### config.mk
export PLATFORM = sky130hd
export DESIGN_NAME = dgrad_color
export DESIGN_NICKNAME = d
export VERILOG_FILES = /design/src/rtl/dgrad_pkg.sv /design/src/rtl/dgrad_color.sv
export SDC_FILE = /design/constraint.sdc
export NUM_CORES = 2
export LEC_CHECK = 0
export ABC_AREA = 1
export BUFFER_PORTS_ARGS = -buffer_cell sky130_fd_sc_hd__buf_2
export CAP_MARGIN = 20
export CORE_MARGIN = 2
export CORE_UTILIZATION = 40
export DETAILED_ROUTE_END_ITERATION = 16
export PLACE_DENSITY = 0.53
export SYNTH_ARGS = -nofsm -noshare
export SYNTH_HDL_FRONTEND = slang
export SYNTH_SLANG_ARGS = --single-unit
### constraint.sdc
create_clock -name i_clk -period 7.95 [get_ports i_clk]
set_input_delay 1.59 -clock i_clk [delete_from_list [all_inputs] [get_ports i_clk]]
set_output_delay 1.59 -clock i_clk [all_outputs]
set_load 0.01 [all_outputs]
### src/rtl/dgrad_pkg.sv
// Shared types and constants for the dithered linear gradient pixel block.
package dgrad_pkg;

    localparam int COORD_BITS  = 10;
    localparam int CFG_IDX_W   = 3;
    localparam int CFG_DATA_W  = 24;
    localparam int COLOR_W     = 24;

    // Block index by reciprocal multiply: exact for any 4-bit step and coords up to 14 bits.
    localparam int RECIP_SHIFT = 18;
    localparam int RECIP_W     = RECIP_SHIFT + 1;

    localparam int LUMA_R      = 299;
    localparam int LUMA_G      = 587;
    localparam int LUMA_B      = 114;
    localparam int LUMA_DIV    = 1000;
    localparam int MONO_LEVEL  = 127;
    localparam int MONO_SUM    = (MONO_LEVEL + 1) * LUMA_DIV;

    typedef enum logic [CFG_IDX_W-1:0] {
        CFG_FRAME_WIDTH  = 3'd0,
        CFG_FRAME_HEIGHT = 3'd1,
        CFG_DIR_X        = 3'd2,
        CFG_DIR_Y        = 3'd3,
        CFG_PROJ_SCALE   = 3'd4,
        CFG_START_COLOR  = 3'd5,
        CFG_END_COLOR    = 3'd6,
        CFG_BLOCK_STEP   = 3'd7
    } t_cfg_idx;

    typedef struct packed {
        logic [COORD_BITS-1:0] pixel_x;
        logic [COORD_BITS-1:0] pixel_y;
    } t_pix_in;

    typedef struct packed {
        logic [7:0] red;
        logic [7:0] green;
        logic [7:0] blue;
        logic       mono_white;
    } t_pix_out;

    // ceil(2^RECIP_SHIFT / step); a step of zero counts as one.
    function automatic logic [RECIP_W-1:0] recip_step(input logic [3:0] step);
        logic [RECIP_W-1:0] r;
        unique case (step)
            4'd0:    r = 19'd262144;
            4'd1:    r = 19'd262144;
            4'd2:    r = 19'd131072;
            4'd3:    r = 19'd87382;
            4'd4:    r = 19'd65536;
            4'd5:    r = 19'd52429;
            4'd6:    r = 19'd43691;
            4'd7:    r = 19'd37450;
            4'd8:    r = 19'd32768;
            4'd9:    r = 19'd29128;
            4'd10:   r = 19'd26215;
            4'd11:   r = 19'd23832;
            4'd12:   r = 19'd21846;
            4'd13:   r = 19'd20165;
            4'd14:   r = 19'd18725;
            default: r = 19'd17477;
        endcase
        return r;
    endfunction

endpackage

### src/rtl/dgrad_color.sv
// Per-channel lerp between the two colors plus the luminance threshold bit.
module dgrad_color #(
    parameter int FRAC_BITS = 16
) (
    input  logic                              i_clk,
    input  logic                              i_rst_n,
    input  logic                              i_valid,
    input  logic [FRAC_BITS:0]                i_t,
    input  logic [dgrad_pkg::COLOR_W-1:0]     i_start_color,
    input  logic [dgrad_pkg::COLOR_W-1:0]     i_end_color,
    output logic                              o_done,
    output dgrad_pkg::t_pix_out               o_result
);
    import dgrad_pkg::*;

    localparam int TW   = FRAC_BITS + 1;
    localparam int PRW  = TW + 8;
    localparam int SUMW = PRW + 1;
    localparam int LW   = 18;
    localparam logic [TW-1:0]   ONE_T  = {1'b1, {FRAC_BITS{1'b0}}};
    localparam logic [SUMW-1:0] HALF_S = SUMW'(1) << (FRAC_BITS - 1);

    logic             r_v1, r_v2, r_v3;
    logic [PRW-1:0]   r_ps [3];
    logic [PRW-1:0]   r_pe [3];
    logic [7:0]       r_ch [3];
    logic [PRW-1:0]   n_ps [3];
    logic [PRW-1:0]   n_pe [3];
    logic [7:0]       n_ch [3];
    logic [SUMW-1:0]  sum  [3];
    logic [LW-1:0]    lum;
    t_pix_out         r_out;
    t_pix_out         n_out;

    always_comb begin
        for (int c = 0; c < 3; c++) begin
            n_ps[c] = PRW'(i_start_color[8*(2-c) +: 8]) * PRW'(ONE_T - i_t);
            n_pe[c] = PRW'(i_end_color[8*(2-c) +: 8]) * PRW'(i_t);
            sum[c]  = SUMW'(r_ps[c]) + SUMW'(r_pe[c]) + HALF_S;
            n_ch[c] = sum[c][FRAC_BITS +: 8];
        end
    end

    // 299r + 587g + 114b >= 128000 is the same as the integer mean exceeding 127
    assign lum = LW'(r_ch[0]) * LW'(LUMA_R) + LW'(r_ch[1]) * LW'(LUMA_G)
               + LW'(r_ch[2]) * LW'(LUMA_B);

    always_comb begin
        n_out.red        = r_ch[0];
        n_out.green      = r_ch[1];
        n_out.blue       = r_ch[2];
        n_out.mono_white = (lum >= LW'(MONO_SUM));
    end

    always_ff @(posedge i_clk) begin
        if (!i_rst_n) begin
            r_v1 <= 1'b0;
            r_v2 <= 1'b0;
            r_v3 <= 1'b0;
        end else begin
            r_v1 <= i_valid;
            r_v2 <= r_v1;
            r_v3 <= r_v2;
        end
    end

    always_ff @(posedge i_clk) begin
        r_ps  <= n_ps;
        r_pe  <= n_pe;
        r_ch  <= n_ch;
        r_out <= n_out;
    end

    assign o_done   = r_v3;
    assign o_result = r_out;

endmodule

* After elaboration in Yosys (flattened, before gate mapping)
Cells that the tools add are included.
Storage, ports and cells: flip-flop bits (word level) 196, input port bits 68, output and inout port bits 26, word-level logic and storage cells 35
Cells by class: add/sub/neg operators 9, multiply operators 9, order comparisons 1
Operators with widths (number):
- $add A24 B16 Y24 const B | 3
- $add A24 B24 Y24 | 3
- $mul A8 B17 Y24 | 3
- $mul A8 B25 Y24 | 2
- $mul A9 B18 Y24 | 1
- $add A17 B18 Y18 | 1
- $add A18 B15 Y18 | 1
- $ge A18 B17 Y1 const B | 1
- $mul A8 B10 Y18 const B | 1
- $sub A17 B17 Y18 const A | 1
- $mul A8 B9 Y17 const B | 1
- $mul A8 B6 Y14 const B | 1

* Logic depth before layout (Yosys ltp)
word-level depth 4, gate-level depth with buffers 32, depth with buffers taken out 31

* Worst setup path after synthesis
No wires, ideal clock.
path type input port to flip-flop, from input i_t[1], to register r_ps[17] (netlist bit), setup time 127 ps, arrival time 6479 ps, required time 7823 ps, setup slack 1344 ps, cell stages on the path 28, buffers on the path 3, cells stage by stage buf_6 clkbuf_1 inv_1 ha_1 nand3_1 nor2_2 nand2_1 nor2_2 nand2_1 nand2_1 nand2_1 inv_1 buf_2 nand2_1 fa_1 inv_1 fa_1 inv_1 fa_1 inv_1 fa_1 ha_1 a21oi_1 or2_2 nand3_1 a21oi_1 o21ai_0 xor2_1
RTL lines:
- start, declared | line dgrad_color.sv:8 | input logic [FRAC_BITS:0] i_t,
- end signal, assigned | line dgrad_color.sv:68 | r_ps <= n_ps;
- end, declared | line dgrad_color.sv:24 | logic [PRW-1:0] r_ps [3];

==> impl_metrics.tcl <==
set metrics [dict create \
    die_area_um2 100000 \
    dieHeight_um 316 \
    grt_max_degree 29 \
    slew_viol_final 0 \
    grt_pass1_vias 32600 \
    rows 114 \
    fp.dieW_um 316 \
    numCtsBuffers 17 \
    worst_pin_slew_ns 0.810 \
    ys_types 41 \
    totalNegativeSetupSlack_ns 0 \
    criticalPathCategory "primary input to flip-flop" \
    numPlacedInstances 6221 \
    synth_top_area_frac 0.338 \
    cts.clk_slew.worst_paths_ns 0.10 \
    gp_congestion 0.927 \
    drt-initial-drc-count 1775 \
    ant_nets 0 \
    areaGrowthSynthToFinish_pct 6.13 \
    synth_edf_count 0 \
    max_cap_violations 0 \
    hold_violations 0 \
    worst-path-buf-inv 6 \
    ys_ff_latch 196 \
    layout_min_cycle_time_ns 6.72 \
    synth_ff_type "dfxtp_1" \
    post_cts_resized 0 \
    cts_hold_buf 0 \
    post_drt_wl_per_cell_um 18.4 \
    start_util 0.403 \
    syn_inst 4971 \
    antenna_found_initial 14 \
    ios 94 \
    skew_ns 0.0169 \
    rsz0062_at_grt "false" \
    synth_nets 6170 \
    final_common_cell "inv_1" \
    cts_tree "done" \
    core-area_um2 96700 \
    grt_util_all_layers 0.240 \
    synth.largest_area_cell "fa_1" \
    worst_setup_path_end_kind "flip-flop" \
    cts_root_buf "clkbuf_16" \
    io_buffers 93 \
    place_area_um2 40700 \
    dp_hpwl_mm 95.3 \
    status "complete, no violations" \
    setup_viol 0 \
    crit_required_ns 8.36 \
    num_vias 31200 \
    drive_above_1_share 0.0412 \
    async_reset_ff_frac 0 \
    finalNonFillerCells 6258 \
    hold_class "flip-flop to flip-flop" \
    critPathMaxStageDelay_ns 0.57 \
    overflow 0 \
    clk_latency_ns 0.52 \
    finalNetCount 6163 \
    max_freq_ghz 0.149 \
    period_share 0.845 \
    yosysWarnings 0 \
    cp_max_fo 13 \
    cts_num_sinks 196 \
    design_area_um2 41400 \
    synth-seq-area-share 0.101 \
    cp_slowest_cell "fa_1" \
    final_cell_mix "inv_1 (1136), nand2_1 (1063), fa_1 (658)" \
    ys_top_cells_by_area "fa_1 (34%), ha_1 (15%), inv_1 (11%), nand2_1 (10%), dfxtp_1 (10%)" \
    setup_slack_ns 1.23 \
    critical_path.top_delay_family "adder cells" \
    grt_pass1_wl_mm 185 \
    dp_slack_ns 0.732 \
    fill_cells 10100 \
    critPathLaunchType "primary input" \
    drc 0 \
    vias_per_cell 4.99 \
    avgSynthCellArea_um2 7.85 \
    syn_area_um2 39000 \
    wl_mm 115 \
    clk_path_buf_depth 2 \
    postCtsSetupRepairBufs 0 \
    drt-pass1-iter-count 6 \
    cts.htree.levels 4 \
    relSlewSlack 0.460 \
    worstPathArrival_ns 7.13 \
]
[cells in the mapped netlist (6+ instances only)]
cell type	count
nand3_1	142
a211oi_1	12
xnor2_1	66
nor4_1	25
nor3_1	28
o21bai_1	24
o21ai_0	142
o31ai_1	12
buf_2	17
o211ai_1	13
clkbuf_1	126
buf_6	7
dfxtp_1	196
nand4_1	40
a31oi_1	15
a21oi_1	216
xor2_1	107
fa_1	658
o21a_1	6
nand2_1	1063
a21o_1	27
ha_1	473
inv_1	1136
nor2_1	356
nand2_2	12
buf_1	19
[worst reg2reg max path, stage by stage (launching register included)]
cell and delay, ns:
dfxtp_1 0.41, fa_1 0.56, inv_1 0.05, fa_1 0.49
inv_1 0.05, ha_1 0.26, ha_1 0.16, inv_1 0.07
fa_1 0.45, xnor2_1 0.21, ha_1 0.28, fa_1 0.51
inv_1 0.06, fa_1 0.48, fa_1 0.49, inv_1 0.04
ha_1 0.30, a21oi_1 0.27, o21ai_0 0.18, a31oi_1 0.21
o21ai_0 0.13, xor2_1 0.13, nand2_1 0.06
[stage by stage]
| step | util | hold WS [ns] |
|---|---|---|
| 3_5_place_dp | 0.421 | 0.403 |
| 3_3_place_gp | 0.421 | 0.392 |
| 2_1_floorplan | - | 0.386 |
| 6_report | 0.428 | 0.415 |
| 4_1_cts | 0.428 | 0.418 |
| 5_1_grt | 0.428 | 0.456 |
[sequential cells by signal, summed over array words and instances (netlist names)]
| register | cells |
|---|---|
| r_v2 | 1 |
| r_ps | 72 |
| r_v1 | 1 |
| r_pe | 72 |
| n_out | 24 |
| o_done | 1 |
| o_result | 25 |
[path summary, 6_finish.rpt]
check	depth (start not counted)	endpoint	from	slack (ns)
worst max-delay path	26	r_ps[17]$_DFF_P_	i_t[0]	1.23
worst min-delay path	2	o_done$_SDFF_PN0_	r_v2$_SDFF_PN0_	0.42
worst max register to register	22	o_result[0]$_DFF_P_	n_out[1]$_DFF_P_	2.00
worst min register to register	2	o_done$_SDFF_PN0_	r_v2$_SDFF_PN0_	0.42
[cells by family after synthesis]
kind of cell	Yosys count	synth area share
flops	196	0.101
compound gates	477	0.0684
fa+ha+maj	1131	0.489
simple gates	1683	0.175
buf+inv	1311	0.128
xor+xnor	173	0.0388
[layer usage]
metal	share of wire	track usage	vias to the layer above
li1	-	-	15000
met1	0.45	0.325	15400
met2	0.48	0.406	719
met3	0.047	0.0271	137
met4	0.026	0.0678	10
met5	0.00059	0	-
[area by class of cell]
cell class	instances	area [um^2]	area share
Timing Repair Buffer	145	856	0.0207
Antenna cell	5	12.5	0.000302
Inverter	1140	4280	0.103
Sequential cell	196	3920	0.0948
Clock buffer	17	425	0.0103
Clock inverter	15	223	0.00538
Multi-Input combinational cell	3464	30100	0.727
Tap cell	1276	1600	0.0386
Power is left out: the tool's default activity adds up to more than one toggle a clock period on the data nets, which glitch-free logic cannot reach.
